## src/sv/gtrvp_pkg.sv

```systemverilog
package gtrvp_pkg;

   localparam int SizeW = 48;
   localparam int IdW   = 32;

   // one input word
   typedef struct packed {
      logic             candidate_valid;
      logic [SizeW-1:0] candidate_ram;
      logic [SizeW-1:0] candidate_disk;
      logic [IdW-1:0]   candidate_id;
      logic [SizeW-1:0] ram_deficit;
      logic [SizeW-1:0] disk_deficit;
      logic             set_last;
   } req_type;

   // one result word
   typedef struct packed {
      logic             victim_valid;
      logic [IdW-1:0]   victim_id;
      logic [SizeW-1:0] ram_left;
      logic [SizeW-1:0] disk_left;
      logic             result_last;
   } rsp_type;

   // candidate held in one cell
   typedef struct packed {
      logic [SizeW-1:0] ram;
      logic [SizeW-1:0] disk;
      logic [IdW-1:0]   id;
   } entry_type;

   typedef enum logic [1:0] {
      OP_HOLD,
      OP_SORT,
      OP_PICK
   } cell_op_type;

   typedef enum logic [1:0] {
      ST_IDLE,
      ST_SORT,
      ST_PICK
   } state_type;

   // broadcast control from the sequencer to every cell
   typedef struct packed {
      cell_op_type      op;
      logic             by_ram;
      logic             parity;
      logic [SizeW-1:0] ram_need;
      logic [SizeW-1:0] disk_need;
   } cell_ctl_type;

   // a sorts strictly before b: smaller key, then smaller id
   function automatic logic sorts_before(entry_type a, entry_type b, logic by_ram);
      logic [SizeW-1:0] ka;
      logic [SizeW-1:0] kb;
      ka = by_ram ? a.ram : a.disk;
      kb = by_ram ? b.ram : b.disk;
      if (ka != kb) begin
         return ka < kb;
      end
      return a.id < b.id;
   endfunction

endpackage

```

## src/sv/gtrvp_cell.sv

```systemverilog
module gtrvp_cell #(
   parameter int IDX = 0
) (
   input  logic                    clock,
   input  gtrvp_pkg::cell_ctl_type ctl,
   input  logic                    no_cover,
   input  logic                    wr,
   input  gtrvp_pkg::entry_type    wr_entry,
   input  logic                    occ,
   input  logic                    occ_right,
   input  gtrvp_pkg::entry_type    left_entry,
   input  gtrvp_pkg::entry_type    right_entry,
   input  logic                    swap_in,
   input  logic                    found_in,
   input  logic                    shift_in,
   output gtrvp_pkg::entry_type    entry,
   output logic                    swap_out,
   output logic                    found_out,
   output logic                    shift_out,
   output logic                    victim
);
   import gtrvp_pkg::*;

   // parity of the transposition pass in which this cell is the left of a pair
   localparam logic PairParity = 1'(IDX % 2);

   entry_type entry_ff;
   entry_type entry_in;
   logic      covers;

   assign entry = entry_ff;

   // this candidate alone clears both deficits
   assign covers    = occ & (entry_ff.ram >= ctl.ram_need) & (entry_ff.disk >= ctl.disk_need);
   assign found_out = found_in | covers;

   // first covering cell, or the last occupied cell when nothing covers
   assign victim    = occ & ((covers & ~found_in) | (~occ_right & no_cover));
   assign shift_out = shift_in | victim;

   // compare-exchange with the right neighbor on this cell's pass parity
   assign swap_out = (ctl.parity == PairParity) & occ & occ_right &
                     sorts_before(right_entry, entry_ff, ctl.by_ram);

   always_comb begin
      entry_in = entry_ff;
      if (wr) begin
         entry_in = wr_entry;
      end else begin
         unique case (ctl.op)
            OP_SORT: begin
               if (swap_out) begin
                  entry_in = right_entry;
               end else if (swap_in) begin
                  entry_in = left_entry;
               end
            end
            OP_PICK: begin
               // close the gap left by the victim
               if (shift_out) begin
                  entry_in = right_entry;
               end
            end
            default: begin
               entry_in = entry_ff;
            end
         endcase
      end
   end

   always_ff @(posedge clock) begin
      entry_ff <= entry_in;
   end

endmodule

```

## config.mk

```make
export PLATFORM = sky130hd
export DESIGN_NAME = gtrvp_cell
export DESIGN_NICKNAME = d
export VERILOG_FILES = /design/src/sv/gtrvp_pkg.sv /design/src/sv/gtrvp_cell.sv
export SDC_FILE = /design/constraint.sdc
export NUM_CORES = 1
export LEC_CHECK = 0
export BUFFER_PORTS_ARGS = -buffer_cell sky130_fd_sc_hd__buf_2
export CAP_MARGIN = 20
export CORE_AREA = 2 2 242 244
export CTS_CLUSTER_SIZE = 30
export DETAILED_ROUTE_END_ITERATION = 8
export DIE_AREA = 0 0 244 246
export GPL_ROUTABILITY_DRIVEN = 0
export GPL_TIMING_DRIVEN = 0
export PLACE_DENSITY = 0.52
export SLEW_MARGIN = 20
export SYNTH_ARGS = -nofsm -noshare
export SYNTH_HDL_FRONTEND = slang
export SYNTH_SLANG_ARGS = --single-unit
```

## constraint.sdc

```tcl
create_clock -name clock -period 11.1 [get_ports clock]
set_input_delay 0.555 -clock clock [delete_from_list [all_inputs] [get_ports clock]]
set_output_delay 0.555 -clock clock [all_outputs]
set_load 0.1 [all_outputs]
```

==> impl_metrics.env, run 1 <==
export IMPL_yosys_warnings=0
export IMPL_synth_top_cell_by_area="edfxtp_1"
export IMPL_grt_pass1_vias=14600
export IMPL_core_um2=57400
export IMPL_final_core_util=0.302
export IMPL_tns_ns=0
export IMPL_path_delay_family="buffers and inverters"
export IMPL_initial_utilization=0.220
export IMPL_cp_max_fo=10
export IMPL_power_frac_clock=0.267
export IMPL_synthTopCellsByCount="a21oi_1, ha_1, o21ai_0"
export IMPL_start_kind="input port"
export IMPL_place_hpwl_um=55900
export IMPL_crit_path_end_kind="primary output"
export IMPL_final_max_slew_violation_count=0
export IMPL_dp_slack_ns=4.40
export IMPL_clkTransAtPathRegs_ns=0.07
export IMPL_finalClockSkew_ns=0.0174
export IMPL_worstPathArrival_ns=5.67
export IMPL_clk_latency_ns=0.48
export IMPL_grt_max_degree=48
export IMPL_firstDrtPassIters=7
export IMPL_wirelength_um=66900
export IMPL_cts_hold_buf=0
export IMPL_grt_util_all_layers=0.216
export IMPL_whs_endpoint="entry[29]$_DFFE_PP_"
export IMPL_p_switching_mw=1.01
export IMPL_nets=2725
export IMPL_dieWidth_um=244
export IMPL_holdCritStartpoint="wr_entry[29]"
export IMPL_drive_gt1_frac=0.365
export IMPL_r2r_slack_ns=6.03
export IMPL_fin_crit_sh=0.561
export IMPL_power_density_nw_per_um2=129
export IMPL_min_path_type="in2reg"
export IMPL_grt_pass1_wl_um=94400
export IMPL_synth_main_ff_cell="edfxtp_1"
export IMPL_cp_data_required_time_ns=10.55
export IMPL_rows=88
export IMPL_synth_nets=2081
export IMPL_drv_cap=0
export IMPL_setup_viol=0
export IMPL_die_h_um=246
export IMPL_synthTopCellsByArea="edfxtp_1, ha_1, a21oi_1"
export IMPL_crit_buf_inv=6
export IMPL_layout_cells_non_filler=2842
export IMPL_hold_violations=0
export IMPL_power_frac_seq=0.292
export IMPL_drc=0
export IMPL_timing_rr_end="entry[111]$_DFFE_PP_"
export IMPL_synth_top_cell_area_share=0.305
export IMPL_cts_root_buffer="clkbuf_16"
export IMPL_p_int_mw=1.23
export IMPL_syn_inst=1414
export IMPL_whs_ns=0.392
export IMPL_cts_sinks=128
export IMPL_synth_cell_types=58
export IMPL_ioPinCount=624
export IMPL_htreeDepth=4
export IMPL_crit_top_cell="buf_2"
export IMPL_avgSynthCellArea_um2=8.91
export IMPL_area_growth_pct=37.7
export IMPL_wl_per_cell_um=23.5
export IMPL_cts_resized=0
export IMPL_seq_area_um2=3840
export IMPL_synth_edf_count=128
export IMPL_outcome="complete, no violations"
export IMPL_rsz0062_at_grt="no"
export IMPL_finalPower_mw=2.23
export IMPL_ys_seq_area_frac=0.305
export IMPL_dp_cells=2804
export IMPL_antenna_left=0
export IMPL_p_comb_frac=0.440
export IMPL_cts_buffer_depth=2
export IMPL_worstSetupPathType="in2out"
export IMPL_port_buffer_count=621
export IMPL_leakagePower_nw=8.18
export IMPL_largest_reg_flops=128
export IMPL_worstMarginPinSlew_ns=0.898
export IMPL_cts_buffers=17
export IMPL_slowest_delay_ns=0.69
export IMPL_worst_slack_ns=4.87
export IMPL_postPlaceCellArea_um2=16800
export IMPL_p_sw_frac=0.451
export IMPL_drtIter0Drc=846
export IMPL_max_freq_mhz=161
export IMPL_hold_depth=3
export IMPL_yosysMostFrequentCell="a21oi_1"
export IMPL_via_per_inst=5.00
export IMPL_ys_ff_latch=128
export IMPL_globalRouteOverflowTotal=0
export IMPL_multi_input_area_um2=7770
export IMPL_cts_tree="yes"
export IMPL_post_cts_buffers=0
export IMPL_dieArea_um2=60000
export IMPL_vias=14200
export IMPL_antenna_found_initial=19
export IMPL_syn_cell_area_um2=12600
export IMPL_worstRegToRegCells=12
export IMPL_n_fill_cell=6224
export IMPL_cpMaxStageDelayCell="buf_1"
export IMPL_ir_drop_mv=0.119
export IMPL_path_cells="clkbuf_1 -> clkbuf_1 -> buf_1 -> mux2i_1 -> ha_1 -> nand4_1 -> nor3_1 -> nand3b_1 -> a211oi_1 -> nor3_2 -> buf_2 -> buf_2 -> or2_2 -> buf_2"
export IMPL_ys_async_sr_fraction=0
export IMPL_final_area_um2=17300
export IMPL_period_minus_slack_ns=6.23
export IMPL_relSlewSlack=0.401
export IMPL_r2r_start="entry[79]$_DFFE_PP_"
==> cells in the final DEF, fill, tap and decap left out, types with 35 or more instances in the layout <==
cell type / instances
a21oi_1: 184
a31oi_1: 129
buf_2: 650
clkbuf_1: 35
edfxtp_1: 128
ha_1: 175
inv_1: 133
mux2_2: 47
mux2i_1: 48
nor2b_1: 138
o21ai_0: 139
==> kinds of logic (layout without fill, tap and decap cells) <==
family / count (synthesis) / count (layout) / share of synthesized area
other: 0 / 6 / 0
buffers and inverters: 228 / 885 / 0.0793
multiplexers: 95 / 95 / 0.0802
flip-flops: 128 / 128 / 0.305
adder cells (fa/ha/maj): 175 / 175 / 0.174
AND/OR/NAND/NOR: 255 / 255 / 0.118
AO/OA/AOI/OAI: 533 / 533 / 0.244
==> worst max-delay path by stage <==
stage / from / end / slack [ns] / cells past startpoint
after floorplan: entry[127]$_DFFE_PP_ / entry[0]$_DFFE_PP_ / 4.22 / 8
after global placement: ctl[97] / entry[106]$_DFFE_PP_ / 0.69 / 13
after detailed placement: ctl[97] / entry[56]$_DFFE_PP_ / 4.40 / 14
after CTS: ctl[97] / swap_out / 4.68 / 14
after global routing: ctl[97] / swap_out / 4.43 / 14
final: ctl[97] / swap_out / 4.87 / 14
==> power by group through the flow <==
stage / combinational, mW / clock (mW) / sequential, mW
after floorplan: 0.329 / 0 / 0.995
after global routing: 1.05 / 0.631 / 0.659
after CTS: 0.984 / 0.614 / 0.653
after global placement: 0.962 / 0 / 0.668
after detailed placement: 0.980 / 0 / 0.663
final: 0.983 / 0.597 / 0.653
==> worst reg2reg max path: cells and delay by family (launching register included) <==
family / cells / cell delay, ns
compound gates: 2 / 1.21
mux: 1 / 0.14
flops: 1 / 0.57
fa+ha+maj: 1 / 0.34
buf+inv: 2 / 0.59
simple gates: 6 / 1.85
==> cell type report <==
type,count,area share
Multi-Input combinational cell,1058,0.448
Sequential cell,128,0.222
Timing Repair Buffer,625,0.183
Tap cell,765,0.0552
Buffer,95,0.0288
Inverter,133,0.0288
Clock buffer,20,0.0252
Clock inverter,12,0.00822
Antenna cell,6,0.000865
==> routing by layer <==
metal	GRT usage	part of all wire	vias to the layer above
met5	0	0.0016	-
met4	0.0748	0.028	16
met3	0.0557	0.074	120
met2	0.371	0.48	711
met1	0.261	0.41	6795
li1	-	-	6576
Power figures use the tool's default switching activity.
==> inputs of run 2 (changes only) <==
- clock period: 11.1 -> 5.9 ns (I/O delays scaled with it)
==> impl_metrics.env, run 2 (synthesized netlist as in run 1, its figures left out) <==
export IMPL_clk_latency_ns=0.50
export IMPL_initial_utilization=0.220
export IMPL_area_growth_pct=38.6
export IMPL_outcome="complete, no violations"
export IMPL_nets=2724
export IMPL_cp_data_required_time_ns=6.09
export IMPL_cp_startpoint="ctl[97]"
export IMPL_leakagePower_nw=8.23
export IMPL_final_cell_mix="buf_2, a21oi_1, ha_1"
export IMPL_dieWidth_um=244
export IMPL_cts_tree="yes"
export IMPL_max_freq_mhz=183
export IMPL_drive_gt1_frac=0.370
export IMPL_period_minus_slack_ns=5.48
export IMPL_setup_viol=0
export IMPL_cts_buffers=17
export IMPL_cts_buffer_depth=2
export IMPL_rows=88
export IMPL_power_density_nw_per_um2=249
export IMPL_crit_buf_inv=5
export IMPL_dieArea_um2=60000
export IMPL_rsz0062_at_grt="no"
export IMPL_worstMarginPinSlew_ns=0.849
export IMPL_die_h_um=246
export IMPL_wirelength_um=66800
export IMPL_slowest_delay_ns=0.62
export IMPL_wl_per_cell_um=23.4
export IMPL_antenna_left=0
export IMPL_fin_crit_sh=0.928
export IMPL_relSlewSlack=0.434
export IMPL_port_buffer_count=621
export IMPL_ioPinCount=624
export IMPL_cts_root_buffer="clkbuf_16"
export IMPL_min_path_type="in2reg"
export IMPL_cts_resized=3
export IMPL_final_max_slew_violation_count=0
export IMPL_globalRouteOverflowTotal=0
export IMPL_layout_commonest_cell="buf_2"
export IMPL_multi_input_area_um2=7770
export IMPL_r2r_start="entry[78]$_DFFE_PP_"
export IMPL_cts_sinks=128
export IMPL_n_fill_cell=6173
export IMPL_place_hpwl_um=55500
export IMPL_crit_path_end_kind="flip-flop"
export IMPL_cpMaxStageDelayCell="a211oi_1"
export IMPL_post_cts_buffers=0
export IMPL_holdCritStartpoint="wr_entry[30]"
export IMPL_finalPower_mw=4.34
export IMPL_path_delay_family="buffers and inverters"
export IMPL_worstSetupPathType="in2reg"
export IMPL_clkTransAtPathRegs_ns=0.06
export IMPL_htreeDepth=4
export IMPL_cp_max_fo=50
export IMPL_vias=14400
export IMPL_whs_ns=0.127
export IMPL_grt_max_degree=51
export IMPL_drv_cap=0
export IMPL_grt_pass1_vias=14200
export IMPL_finalClockSkew_ns=0.0200
export IMPL_drtIter0Drc=980
export IMPL_grt_pass1_wl_um=91900
export IMPL_ir_drop_mv=0.219
export IMPL_via_per_inst=5.03
export IMPL_core_um2=57400
export IMPL_drc=0
export IMPL_antenna_found_initial=28
export IMPL_firstDrtPassIters=6
export IMPL_cts_hold_buf=0
export IMPL_worstPathArrival_ns=5.67
export IMPL_hold_violations=0
export IMPL_largest_reg_flops=128
export IMPL_r2r_slack_ns=0.74
export IMPL_seq_area_um2=3840
export IMPL_grt_util_all_layers=0.212
export IMPL_path_cells="clkbuf_1 -> clkbuf_2 -> clkdlybuf4s15_2 -> mux2i_1 -> ha_1 -> nand4_1 -> nor3_1 -> nand3b_1 -> a211oi_1 -> nor3_2 -> buf_4 -> or3_1 -> a221o_4 -> buf_16"
export IMPL_start_kind="input port"
run 2: cell count changes in the layout (fill, tap and decap cells not counted), sizes merged:
cell / before / now
diode: 6 / 17
inv: 133 / 137
clkbuf: 54 / 51
buf: 686 / 684
bufinv: 3 / 5
clkinvlp: 3 / 1
clkdlybuf4s15: 0 / 1
clkinv: 6 / 5
run 2: path summary, 6_finish.rpt:
path | to | cells after the start
min reg2reg | entry[1]$_DFFE_PP_ | 8
max | entry[103]$_DFFE_PP_ | 14
min | entry[30]$_DFFE_PP_ | 3
max reg2reg | entry[103]$_DFFE_PP_ | 12
run 2: final cells by class:
| cell class | instances | area share |
|---|---|---|
| Multi-Input combinational cell | 1058 | 0.445 |
| Inverter | 133 | 0.0286 |
| Antenna cell | 17 | 0.00244 |
| Clock buffer | 17 | 0.0244 |
| Tap cell | 765 | 0.0548 |
| Buffer | 95 | 0.0293 |
| Timing Repair Buffer | 624 | 0.182 |
| Sequential cell | 128 | 0.220 |
| Clock inverter | 15 | 0.0133 |
run 2: worst reg2reg max path, delay by kind of cell (launching register included):
kind	cells	cell delay (ns)
multiplexers	1	0.15
AO/OA/AOI/OAI	2	1.23
buffers and inverters	2	0.55
flip-flops	1	0.66
adder cells (fa/ha/maj)	1	0.33
AND/OR/NAND/NOR	6	1.86
run 2: layer usage:
metal,global-route usage,vias up,share of wire
met5,0,-,0.0015
met1,0.252,6828,0.40
met3,0.0673,144,0.087
met2,0.356,763,0.47
li1,-,6604,-
met4,0.0850,18,0.034
run 2: power by group:
group / internal (mW) / switching [mW]
combinational: 0.525 / 1.33
clock: 0.754 / 0.500
sequential: 1.13 / 0.102
run 2: stage by stage:
step / utilization / TNS (ns) / cells / area (um^2) / setup slack, ns
6_report: 0.304 / 0 / 2852 / 17500 / 0.423
2_1_floorplan: - / 0 / 1414 / 12600 / 0.401
4_1_cts: 0.304 / 0 / 2835 / 17400 / 0.0914
3_3_place_gp: 0.290 / -251.70 / 2800 / 16700 / -2.00
5_1_grt: 0.304 / 0 / 2845 / 17400 / 0.106
3_5_place_dp: 0.292 / -97.79 / 2803 / 16700 / -0.804
